$ cat src/rtl/sdtq_pkg.sv
// Shared types, codes and constants for the sorted deadline timer queue.
package sdtq_pkg;

	localparam int TimersDefault = 16;
	localparam int TimeW         = 48;
	localparam int IdW           = 4;
	localparam int NumIds        = 16;
	localparam int RoundHalf     = 500;
	localparam int MsPerSec      = 1000;
	localparam logic [TimeW-1:0] TimeMax = '1;

	// Operation codes
	localparam logic [1:0] FUNC_ADD_MS  = 2'd0;
	localparam logic [1:0] FUNC_ADD_SEC = 2'd1;
	localparam logic [1:0] FUNC_CANCEL  = 2'd2;
	localparam logic [1:0] FUNC_ADVANCE = 2'd3;

	// Result status codes
	localparam logic [2:0] STAT_OK      = 3'd0;
	localparam logic [2:0] STAT_NEG     = 3'd1;
	localparam logic [2:0] STAT_ALREADY = 3'd2;
	localparam logic [2:0] STAT_NOTPEND = 3'd3;
	localparam logic [2:0] STAT_EXPIRED = 3'd4;
	localparam logic [2:0] STAT_NONE    = 3'd5;

	typedef struct packed {
		logic [1:0]        func;
		logic [IdW-1:0]    timer_id;
		logic signed [31:0] timeout;
		logic [TimeW-1:0]  new_time;
	} req_t;

	typedef struct packed {
		logic [2:0]       status;
		logic [IdW-1:0]   result_id;
		logic [TimeW-1:0] remaining;
		logic [TimeW-1:0] first_deadline;
		logic [4:0]       pending_count;
		logic             last;
	} rsp_t;

	typedef struct packed {
		logic [TimeW-1:0] deadline;
		logic [IdW-1:0]   owner;
	} entry_t;

endpackage

$ cat src/rtl/sdtq_sec_div.sv
// Divide of the rounded current time by one thousand, one 13-bit digit per cycle.
module sdtq_sec_div (
	input  logic        clk,
	input  logic        arst_n,
	input  logic        start,
	input  logic [48:0] dividend,
	output logic        done,
	output logic [39:0] quotient
);

	// ceil(2^33 / 1000): exact for every partial dividend below 2^23
	localparam logic [23:0] Recip = 24'd8589935;

	logic [51:0] dvd_q;
	logic [39:0] quo_q;
	logic [9:0]  rem_q;
	logic [1:0]  cnt_q;
	logic        busy_q;
	logic        done_q;
	logic [22:0] num;
	logic [46:0] prod;
	logic [12:0] qd;
	logic [22:0] rem_full;

	// Divide the remainder and the next digit by reciprocal multiplication
	always_comb begin
		num      = {rem_q, dvd_q[51:39]};
		prod     = 47'(num) * 47'(Recip);
		qd       = prod[45:33];
		rem_full = num - 23'(qd) * 23'(sdtq_pkg::MsPerSec);
	end

	always_ff @(posedge clk or negedge arst_n) begin
		if (!arst_n) begin
			busy_q <= 1'b0;
			done_q <= 1'b0;
			cnt_q  <= '0;
		end else begin
			done_q <= 1'b0;
			if (start) begin
				busy_q <= 1'b1;
				cnt_q  <= '0;
			end else if (busy_q) begin
				cnt_q <= cnt_q + 2'd1;
				if (cnt_q == 2'd3) begin
					busy_q <= 1'b0;
					done_q <= 1'b1;
				end
			end
		end
	end

	always_ff @(posedge clk) begin
		if (start) begin
			dvd_q <= {3'b000, dividend};
			rem_q <= '0;
			quo_q <= '0;
		end else if (busy_q) begin
			dvd_q <= {dvd_q[38:0], 13'd0};
			rem_q <= rem_full[9:0];
			quo_q <= {quo_q[26:0], qd};
		end
	end

	assign done     = done_q;
	assign quotient = quo_q;

endmodule

$ cat src/rtl/sorted_deadline_timer_queue.sv
// Sorted deadline timer queue: pending one-shot timers held in deadline order in one
// synchronous memory (one read, one write a cycle). An add scans from the tail and
// shifts later entries up; a cancel searches from the head and then closes the gap
// by moving the entries behind it down. Each expired timer costs a head removal
// that moves the remaining entries down; an add in seconds first runs the divide by
// 1000. Every operation ends by reading the head entry to report the first deadline,
// and each result item is held until it is taken.
module sorted_deadline_timer_queue #(
	parameter int TIMERS = sdtq_pkg::TimersDefault
) (
	input  logic             clk,
	input  logic             arst_n,
	input  logic             req_valid,
	output logic             req_ready,
	input  sdtq_pkg::req_t   req,
	output logic             rsp_valid,
	input  logic             rsp_ready,
	output sdtq_pkg::rsp_t   rsp
);

	localparam int IW = (TIMERS > 1) ? $clog2(TIMERS) : 1;
	localparam int CW = $clog2(TIMERS + 1);

	localparam logic [3:0] S_IDLE     = 4'd0;
	localparam logic [3:0] S_DIV_GO   = 4'd1;
	localparam logic [3:0] S_DIV      = 4'd2;
	localparam logic [3:0] S_INS_RD   = 4'd3;
	localparam logic [3:0] S_INS_CHK  = 4'd4;
	localparam logic [3:0] S_SRCH_RD  = 4'd5;
	localparam logic [3:0] S_SRCH_CHK = 4'd6;
	localparam logic [3:0] S_SHF_RD   = 4'd7;
	localparam logic [3:0] S_SHF_WR   = 4'd8;
	localparam logic [3:0] S_HEAD_RD  = 4'd9;
	localparam logic [3:0] S_HEAD_WT  = 4'd10;
	localparam logic [3:0] S_OUT      = 4'd11;

	logic [3:0]                    state_q;
	logic [sdtq_pkg::TimeW-1:0]    cur_q;
	logic [CW-1:0]                 occ_q;
	logic [sdtq_pkg::NumIds-1:0]   flags_q;
	logic [CW-1:0]                 j_q;
	sdtq_pkg::req_t                req_q;
	logic [sdtq_pkg::TimeW-1:0]    when_q;
	logic [sdtq_pkg::IdW-1:0]      clr_q;
	logic [sdtq_pkg::IdW-1:0]      hd_owner_q;
	logic                          popped_q;
	logic [2:0]                    status_q;
	logic [sdtq_pkg::IdW-1:0]      id_q;
	logic [sdtq_pkg::TimeW-1:0]    rem_q;
	logic [sdtq_pkg::TimeW-1:0]    fd_q;
	logic                          last_q;

	sdtq_pkg::entry_t mem_q [TIMERS];
	sdtq_pkg::entry_t rd_q;
	logic             rd_en;
	logic [IW-1:0]    rd_addr;
	logic             wr_en;
	logic [IW-1:0]    wr_addr;
	sdtq_pkg::entry_t wr_data;

	logic        div_done;
	logic [39:0] div_quot;
	logic [48:0] ms_sum;
	logic [40:0] sec_sum;
	logic [51:0] sec_prod;
	logic        req_neg;
	logic        req_vid;
	logic        req_pend;
	logic        head_exp;
	logic [CW-1:0] j_inc;
	logic [CW-1:0] j_dec;

	// Divide the rounded time for whole-second adds
	sdtq_sec_div u_div (
		.clk      (clk),
		.arst_n   (arst_n),
		.start    (state_q == S_DIV_GO),
		.dividend (49'(cur_q) + 49'(sdtq_pkg::RoundHalf)),
		.done     (div_done),
		.quotient (div_quot)
	);

	// Deadline arithmetic and request checks
	always_comb begin
		ms_sum   = 49'(cur_q) + 49'(req.timeout[30:0]);
		sec_sum  = 41'(div_quot) + 41'(req_q.timeout[30:0]);
		sec_prod = (52'(sec_sum) << 10) - (52'(sec_sum) << 4) - (52'(sec_sum) << 3);
		req_neg  = req.timeout[31];
		req_vid  = int'(req.timer_id) < TIMERS;
		req_pend = req_vid && flags_q[req.timer_id];
		head_exp = (occ_q != '0) && (rd_q.deadline <= cur_q);
		j_inc    = CW'(j_q + 1'b1);
		j_dec    = CW'(j_q - 1'b1);
	end

	// Drive memory ports per state
	always_comb begin
		rd_en   = 1'b0;
		rd_addr = '0;
		wr_en   = 1'b0;
		wr_addr = j_q[IW-1:0];
		wr_data = rd_q;
		case (state_q)
			S_INS_RD: begin
				if (j_q != '0) begin
					rd_en   = 1'b1;
					rd_addr = j_dec[IW-1:0];
				end else begin
					wr_en   = 1'b1;
					wr_data = '{deadline: when_q, owner: req_q.timer_id};
				end
			end
			S_INS_CHK: begin
				wr_en = 1'b1;
				if (rd_q.deadline <= when_q) begin
					wr_data = '{deadline: when_q, owner: req_q.timer_id};
				end
			end
			S_SRCH_RD: begin
				rd_en   = (j_q != occ_q);
				rd_addr = j_q[IW-1:0];
			end
			S_SHF_RD: begin
				rd_en   = (j_inc < occ_q);
				rd_addr = j_inc[IW-1:0];
			end
			S_SHF_WR: begin
				wr_en = 1'b1;
			end
			S_HEAD_RD: begin
				rd_en = 1'b1;
			end
			default: begin
				rd_en = 1'b0;
			end
		endcase
	end

	// Queue memory
	always_ff @(posedge clk) begin
		if (wr_en) begin
			mem_q[wr_addr] <= wr_data;
		end
		if (rd_en) begin
			rd_q <= mem_q[rd_addr];
		end
	end

	// Control sequencer
	always_ff @(posedge clk or negedge arst_n) begin
		if (!arst_n) begin
			state_q  <= S_IDLE;
			cur_q    <= '0;
			occ_q    <= '0;
			flags_q  <= '0;
			popped_q <= 1'b0;
		end else begin
			case (state_q)
				S_IDLE: begin
					if (req_valid) begin
						popped_q <= 1'b0;
						case (req.func)
							sdtq_pkg::FUNC_ADD_MS, sdtq_pkg::FUNC_ADD_SEC: begin
								if (req_neg || !req_vid || req_pend) begin
									state_q <= S_HEAD_RD;
								end else if (req.func == sdtq_pkg::FUNC_ADD_MS) begin
									state_q <= S_INS_RD;
								end else begin
									state_q <= S_DIV_GO;
								end
							end
							sdtq_pkg::FUNC_CANCEL: begin
								state_q <= req_pend ? S_SRCH_RD : S_HEAD_RD;
							end
							default: begin
								cur_q   <= req.new_time;
								state_q <= S_HEAD_RD;
							end
						endcase
					end
				end
				S_DIV_GO: state_q <= S_DIV;
				S_DIV: begin
					if (div_done) begin
						state_q <= S_INS_RD;
					end
				end
				S_INS_RD: begin
					if (j_q != '0) begin
						state_q <= S_INS_CHK;
					end else begin
						occ_q                     <= CW'(occ_q + 1'b1);
						flags_q[req_q.timer_id]   <= 1'b1;
						state_q                   <= S_HEAD_RD;
					end
				end
				S_INS_CHK: begin
					if (rd_q.deadline > when_q) begin
						state_q <= S_INS_RD;
					end else begin
						occ_q                   <= CW'(occ_q + 1'b1);
						flags_q[req_q.timer_id] <= 1'b1;
						state_q                 <= S_HEAD_RD;
					end
				end
				S_SRCH_RD: begin
					if (j_q == occ_q) begin
						flags_q[req_q.timer_id] <= 1'b0;
						state_q                 <= S_HEAD_RD;
					end else begin
						state_q <= S_SRCH_CHK;
					end
				end
				S_SRCH_CHK: begin
					state_q <= (rd_q.owner == req_q.timer_id) ? S_SHF_RD : S_SRCH_RD;
				end
				S_SHF_RD: begin
					if (j_inc < occ_q) begin
						state_q <= S_SHF_WR;
					end else begin
						occ_q          <= CW'(occ_q - 1'b1);
						flags_q[clr_q] <= 1'b0;
						state_q        <= S_HEAD_RD;
					end
				end
				S_SHF_WR: state_q <= S_SHF_RD;
				S_HEAD_RD: state_q <= S_HEAD_WT;
				S_HEAD_WT: begin
					if (req_q.func == sdtq_pkg::FUNC_ADVANCE && !popped_q && head_exp) begin
						popped_q <= 1'b1;
						state_q  <= S_SHF_RD;
					end else begin
						state_q <= S_OUT;
					end
				end
				S_OUT: begin
					if (rsp_ready) begin
						state_q <= last_q ? S_IDLE : S_SHF_RD;
					end
				end
				default: state_q <= S_IDLE;
			endcase
		end
	end

	// Working and result registers
	always_ff @(posedge clk) begin
		case (state_q)
			S_IDLE: begin
				req_q  <= req;
				id_q   <= req.timer_id;
				rem_q  <= '0;
				j_q    <= (req.func == sdtq_pkg::FUNC_CANCEL) ? '0 : occ_q;
				clr_q  <= req.timer_id;
				if (req.func == sdtq_pkg::FUNC_CANCEL) begin
					status_q <= req_pend ? sdtq_pkg::STAT_OK : sdtq_pkg::STAT_NOTPEND;
				end else if (req_neg) begin
					status_q <= sdtq_pkg::STAT_NEG;
				end else if (!req_vid) begin
					status_q <= sdtq_pkg::STAT_NOTPEND;
				end else begin
					status_q <= req_pend ? sdtq_pkg::STAT_ALREADY : sdtq_pkg::STAT_OK;
				end
			end
			S_DIV: begin
				if (div_done) begin
					when_q <= (sec_prod > 52'(sdtq_pkg::TimeMax)) ?
						sdtq_pkg::TimeMax : sec_prod[sdtq_pkg::TimeW-1:0];
				end
			end
			S_INS_CHK: begin
				if (rd_q.deadline > when_q) begin
					j_q <= j_dec;
				end
			end
			S_SRCH_RD: begin
				if (j_q == occ_q) begin
					status_q <= sdtq_pkg::STAT_NOTPEND;
				end
			end
			S_SRCH_CHK: begin
				if (rd_q.owner == req_q.timer_id) begin
					rem_q <= (rd_q.deadline < cur_q) ? '0 : rd_q.deadline - cur_q;
				end else begin
					j_q <= j_inc;
				end
			end
			S_SHF_WR: j_q <= j_inc;
			S_HEAD_WT: begin
				fd_q       <= (occ_q != '0) ? rd_q.deadline : '0;
				hd_owner_q <= rd_q.owner;
				last_q     <= 1'b1;
				if (req_q.func == sdtq_pkg::FUNC_ADVANCE) begin
					if (!popped_q) begin
						clr_q    <= rd_q.owner;
						j_q      <= '0;
						status_q <= sdtq_pkg::STAT_NONE;
						id_q     <= '0;
					end else begin
						status_q <= sdtq_pkg::STAT_EXPIRED;
						id_q     <= clr_q;
						last_q   <= !head_exp;
					end
				end
			end
			S_OUT: begin
				if (rsp_ready && !last_q) begin
					clr_q <= hd_owner_q;
					j_q   <= '0;
				end
			end
			default: begin
				j_q <= j_q;
			end
		endcase
		// Load the ms deadline in every idle cycle, so it is ready when an add is accepted
		if (state_q == S_IDLE) begin
			when_q <= (ms_sum > 49'(sdtq_pkg::TimeMax)) ?
				sdtq_pkg::TimeMax : ms_sum[sdtq_pkg::TimeW-1:0];
		end
	end

	// Handshake and payload
	assign req_ready = (state_q == S_IDLE);
	assign rsp_valid = (state_q == S_OUT);
	always_comb begin
		rsp.status         = status_q;
		rsp.result_id      = id_q;
		rsp.remaining      = rem_q;
		rsp.first_deadline = fd_q;
		rsp.pending_count  = 5'(occ_q);
		rsp.last           = last_q;
	end

	// Checks
	a_occ_range: assert property (@(posedge clk) disable iff (!arst_n)
		occ_q <= CW'(TIMERS))
		else $error("queue fill beyond depth");
	a_flags_count: assert property (@(posedge clk) disable iff (!arst_n)
		state_q == S_IDLE |-> $countones(flags_q) == int'(occ_q))
		else $error("pending flags disagree with fill");
	a_no_accept_busy: assert property (@(posedge clk) disable iff (!arst_n)
		rsp_valid |-> !req_ready)
		else $error("item taken while result shown");
	a_last_idle: assert property (@(posedge clk) disable iff (!arst_n)
		rsp_valid && rsp_ready && last_q |=> state_q == S_IDLE)
		else $error("sequencer did not return to idle");

endmodule

$ cat config.mk
export PLATFORM = sky130hd
export DESIGN_NAME = sorted_deadline_timer_queue
export DESIGN_NICKNAME = d
export VERILOG_FILES = /design/src/rtl/sdtq_pkg.sv /design/src/rtl/sdtq_sec_div.sv /design/src/rtl/sorted_deadline_timer_queue.sv
export SDC_FILE = /design/constraint.sdc
export NUM_CORES = 2
export LEC_CHECK = 0
export BUFFER_PORTS_ARGS = -buffer_cell sky130_fd_sc_hd__buf_2
export CELL_PAD_IN_SITES_DETAIL_PLACEMENT = 2
export CELL_PAD_IN_SITES_GLOBAL_PLACEMENT = 2
export CORE_ASPECT_RATIO = 0.8
export CORE_MARGIN = 5
export CORE_UTILIZATION = 45
export CTS_BUF_LIST = sky130_fd_sc_hd__clkbuf_8
export DETAILED_ROUTE_END_ITERATION = 16
export PLACE_DENSITY = 0.87
export REMOVE_ABC_BUFFERS = 1
export SLEW_MARGIN = 30
export SYNTH_ARGS = -nofsm -noshare
export SYNTH_HDL_FRONTEND = slang
export SYNTH_HIERARCHICAL = 1
export SYNTH_SLANG_ARGS = --single-unit
$ cat constraint.sdc
create_clock -name clk -period 11.9 [get_ports clk]
set_input_delay 1.785 -clock clk [delete_from_list [all_inputs] [get_ports clk]]
set_output_delay 1.785 -clock clk [all_outputs]
set_load 0.1 [all_outputs]
# Word level (Yosys, flattened, before mapping)
# Memory sizes are Yosys's and may differ from the RTL's. A register that Yosys moved wholly into a read port is not among the register bits.
# Index checks and enable logic that the tools add are counted.
# totals
register_bits	382
ram_bits	832
mem_count	1
word_cells	212
# op_classes
n_eq_ne	32
magnitude_cmp	12
bitwise	6
addsub	12
n_mul	2
n_mux	84
n_reduce_logical	39
# mem_list
memory	words	width	read_ports	rd_clocked_by_memory_dff	wr	line	rtl
mem_q	16	52	1	1	1	sorted_deadline_timer_queue.sv:53	sdtq_pkg::entry_t mem_q [TIMERS];
# op_table
cell	count
two-way mux 48 bit	7
two-way mux 52 bit	2
one-hot mux 52 bit (2 select lines)	1
two-way mux 49 bit	2
<= comparator 48 bit	2
one-hot mux 48 bit (2 select lines)	1
two-way mux 16 bit	4
one-hot mux 16 bit (4 select lines)	1
two-way mux 4 bit	15
greater-than comparator 52 x 48 -> 1 bit, second input constant	1
subtractor 51 x 45 -> 52 bit	1
subtractor 52 x 44 -> 52 bit	1
adder 48 x 31 -> 49 bit	1
adder 48 x 9 -> 49 bit, second input constant	1
greater-than comparator 49 x 48 -> 1 bit, second input constant	1
greater-than comparator 48 bit	1
< comparator 48 bit	1
one-hot mux 4 bit (12 select lines)	1
subtractor 48 bit	1
multiplier 23 x 24 -> 46 bit, second input constant	1
two-way mux 5 bit	9
adder 40 x 31 -> 41 bit	1
bitwise AND 16 bit	2
NOT 16 bit	2
other kinds (50)	127

# Logic depth before layout (Yosys ltp)
# depth
depth_word	8
mapped_depth	39
mapped_depth_nobuf	39

# Hierarchy
# The synthesis kept the hierarchy.
# by_module_without_submodules
module	cells_each	area_per_inst_um2	instances	seq_area_each_um2
sorted_deadline_timer_queue	5131	58751.3	1	34463.1
sdtq_sec_div	1221	12874.8	1	2632.5

# Worst setup path after synthesis
# Ideal clock, no wire load.
# synth_timing
path_kind	reg2reg
start	register u_div.dvd_q[51]
end	register u_div.rem_q[9]
synth_period_minus_slack_ns	9.448
required_time_ns	11.764
stages_incl_launch_ff	35
t_arrival_ns	9.312
path_slack_ns	2.452
cell_sequence	dfxtp_1 > inv_1 > ha_1 > fa_1 > fa_1 > fa_1 > fa_1 > fa_1 > fa_1 > inv_1 > ha_1 > and3_1 > and3_4 > o311ai_2 > and3_1 > o31a_1 > o31ai_2 > a21oi_1 > xor2_1 > inv_1 > ha_1 > ha_1 > inv_1 > fa_1 > inv_1 > fa_1 > ha_1 > xor2_1 > ha_1 > a21oi_1 > xnor2_1 > xnor3_1 > or3_1 > a21boi_1 > nor4_1
# synth_between
elab_chain_len	3
# synth_lines
item	line	rtl
from (decl)	sdtq_sec_div.sv:14	logic [51:0] dvd_q;
from (signal assigned)	sdtq_sec_div.sv:55	dvd_q <= {3'b000, dividend};
from (signal assigned)	sdtq_sec_div.sv:59	dvd_q <= {dvd_q[38:0], 13'd0};
multiplier 23 x 24 -> 46 bit	sdtq_sec_div.sv:28	prod = 47'(num) * 47'(Recip);
named net u_div.prod[34]	sdtq_sec_div.sv:21	logic [46:0] prod;
multiplier 13 x 7 -> 7 bit	sdtq_sec_div.sv:30	rem_full = num - 23'(qd) * 23'(sdtq_pkg::MsPerSec);
subtractor 10 bit	sdtq_sec_div.sv:30	
to (signal assigned)	sdtq_sec_div.sv:60	rem_q <= rem_full[9:0];
to (decl)	sdtq_sec_div.sv:16	logic [9:0] rem_q;
# The timed path passes the listed nets, and every way through them passes these cells.
# A chain may end at the register's enable or synchronous reset.

# Worst setup path in the final report
# Ends and elaborated chain as after synthesis.

==> out/qor.txt <==
Outcome -> completed
Pin count of the biggest net entering global routing -> 157
Multi-input logic area -> 31,800 um2
Die area -> 167,000 um2
# rows -> 131
DRC -> 0
Hold-fix buffers at CTS -> 0
Max-cap violations -> 0
Worst Setup End Kind -> register
Most common cell in the netlist -> edfxtp_1
Reg clk slew, reported paths -> 60 ps
Antenna Nets Post-Route -> 0
TritonCTS Buffers -> 208
Top cell type's share of synthesized area -> 0.476
Fmax achieved -> 0.0913 GHz
Syn_area_per_cell -> 11.3 um2
Via count -> 58,100
CP Data Arrival Time -> 11,760 ps
GRT Residual Overflow -> 0
RSZ-0062 raised after global routing -> false
WL per Instance -> 36.0 um
Synth warn -> 6
Adder-cell share of the synthesized area -> 0.138
Drt pass-1 iters -> 5
Clk sinks -> 1,266
Post-synth EDFFs -> 1,135
Post-CTS setup buffers -> 0
CP max stage cell -> fa_1
GRT Total Usage -> 0.371
FF+latch area -> 37,100 um2
Compound-cell area share of the yosys netlist -> 0.109
Final setup violation count -> 0
Worst setup margin -> 945 ps
CP most frequent cell -> fa_1
Proportion of synthesized area in mux cells -> 0.0302
Die Width -> 456 um
DR iter-0 viols -> 6,935
Fillers -> 15,600
Worst Clk Skew -> 120 ps
Critical Path Start Type -> register
Worst-Margin Slew -> 1110 ps
Number of global-route vias before repair -> 63,900
Final Critical Period -> 10,950 ps
Post-CTS sizing -> 0
PortBufs -> 200
Library cells used by synthesis -> 102
Register area share after synthesis -> 0.518
Hold Violations, Final -> 0
First-pass GRT wire length -> 459 mm
Simple-gate share of the synthesized area -> 0.132
CP Max Fanout -> 7
Initial Utilization -> 0.451
Synthesized area -> 71,600 um2
CTS tree -> done
Crit path largest cell delay -> 630 ps
Worst-Skew Late Latency -> 1050 ps
RePlAce Congestion -> 0.970
Synth-to-Final Area Change -> 11.0%
CTS Root Buffer Type -> clkbuf_8
Post-DP HPWL -> 204 mm
Pre-CTS setup slack -> 1060 ps
Hold/Removal Path Class -> register to register
DR vias/cell -> 6.55
CTS Buffer Depth -> 3
Initial antenna violation count -> 15
Required time worst endpoint -> 12,700 ps
Yosys top cell by area -> edfxtp_1
Relative slew slack -> 0.262
WS Path Type -> register to register
Core ar. -> 159,000 um2
Synth top area cells -> edfxtp_1 (48%), ha_1 (8.5%), nand2_1 (5.6%)
Nets -> 7,316
Ratio of cells with drive above 1 in the final layout -> 0.122
Post-Synth XOR/XNOR Area -> 0.0304
I/O pins -> 201
Final WL -> 320 mm
Ys async rst share -> 0.0616
Die Y -> 367 um
Slew Limit Fails -> 0
Number of synthesized register bits -> 1,266
Fin crit share -> 0.921
Synth Instances -> 6,352
Commonest cells in the netlist -> edfxtp_1 (1,135), nand2_1 (1,062), inv_1 (501)
Top_reg_cell synth -> edfxtp_1
Largest family of logic cells by synthesized area -> adder cells
H-tree levels -> 4
routing by layer:
layer | global-route usage | part of all wire | vias to the layer above
met5 | 0.000570 | 0.00026 | -
met4 | 0.266 | 0.087 | 12
met3 | 0.0745 | 0.082 | 1315
met2 | 0.603 | 0.47 | 3719
met1 | 0.441 | 0.36 | 29800
li1 | - | - | 23300
layout by cell type, fill, tap and decap left out, types with 76 or more instances in the layout:
cell type,count
a21o_1,141
a21oi_1,265
a311oi_1,161
a31oi_1,83
and3_1,139
buf_2,199
clkbuf_8,227
dfrtp_1,77
edfxtp_1,1135
fa_1,191
ha_1,487
inv_1,569
mux2_2,135
nand2_1,1059
nand3_1,289
nor2_1,228
nor2b_1,90
o21ai_0,123
xnor2_1,163
xor2_1,76
layout make-up:
| cell class | count | area share |
|---|---|---|
| sequential | 1266 | 0.467 |
| antenna | 12 | 0.000378 |
| clock buffer | 227 | 0.0393 |
| inverter | 504 | 0.0238 |
| timing repair buffer | 277 | 0.0237 |
| clock inverter | 166 | 0.0131 |
| tap | 2128 | 0.0335 |
| multi-input combinational | 4291 | 0.400 |
cell families (layout without fill, tap and decap cells):
group | count (synthesis) | after routing
adder cells (fa/ha/maj) | 678 | 678
AND/OR/NAND/NOR | 2088 | 2088
other | 0 | 12
XOR/XNOR | 243 | 243
multiplexers | 193 | 193
buffers and inverters | 795 | 1174
AO/OA/AOI/OAI | 1089 | 1089
flip-flops | 1266 | 1266
critical path: cells and delay by family (launching register included):
family                   cells  cell delay [ps]
adder cells (fa/ha/maj)     14             6260
AO/OA/AOI/OAI                6             1440
XOR/XNOR                     4             1070
AND/OR/NAND/NOR              5             1050
flip-flops                   1              510
buffers and inverters        5              470
path summary, 6_finish.rpt:
check	startpoint	endpoint	slack [ps]	cells past startpoint
worst max-delay path	u_div/dvd_q[51]$_SDFFE_PP0P_	u_div/rem_q[9]$_SDFFE_PP0P_	950	34
worst min-delay path	flags_q[5]$_DFFE_PN0P_	flags_q[5]$_DFFE_PN0P_	520	1
worst max register to register	u_div/dvd_q[51]$_SDFFE_PP0P_	u_div/rem_q[9]$_SDFFE_PP0P_	950	34
worst min register to register	flags_q[5]$_DFFE_PN0P_	flags_q[5]$_DFFE_PN0P_	520	1
max in group asynchronous	arst_n	u_div/busy_q$_DFF_PN0_	9560	2
min in group asynchronous	arst_n	flags_q[7]$_DFFE_PN0P_	910	1
metrics by stage:
stage,setup TNS [ps],std cells,hold WS (ps),instance area (um2),util
after global routing,0,8862,549,79500,0.500
after floorplan,-136990,6061,457,70500,-
after detailed placement,0,8463,516,75200,0.473
after global placement,0,8452,478,74900,0.472
after CTS,0,8856,529,79400,0.500
final,0,8871,521,79500,0.501
flip-flops by register name, indices dropped and copies added, names as in the netlist, 2 cells and up:
name / cells
status_q: 3
when_q: 48
cur_q: 48
rem_q: 48
u_div/dvd_q: 52
state_q: 4
u_div/quotient: 40
clr_q: 4
flags_q: 16
id_q: 4
j_q: 5
occ_q: 5
rd_q: 52
mem_q: 832
req_q: 37
hd_owner_q: 4
u_div/cnt_q: 2
u_div/rem_q: 10
fd_q: 48
Power is not shown: default switching activity piles up to over one toggle a cycle in this logic, so the estimate is an artifact.
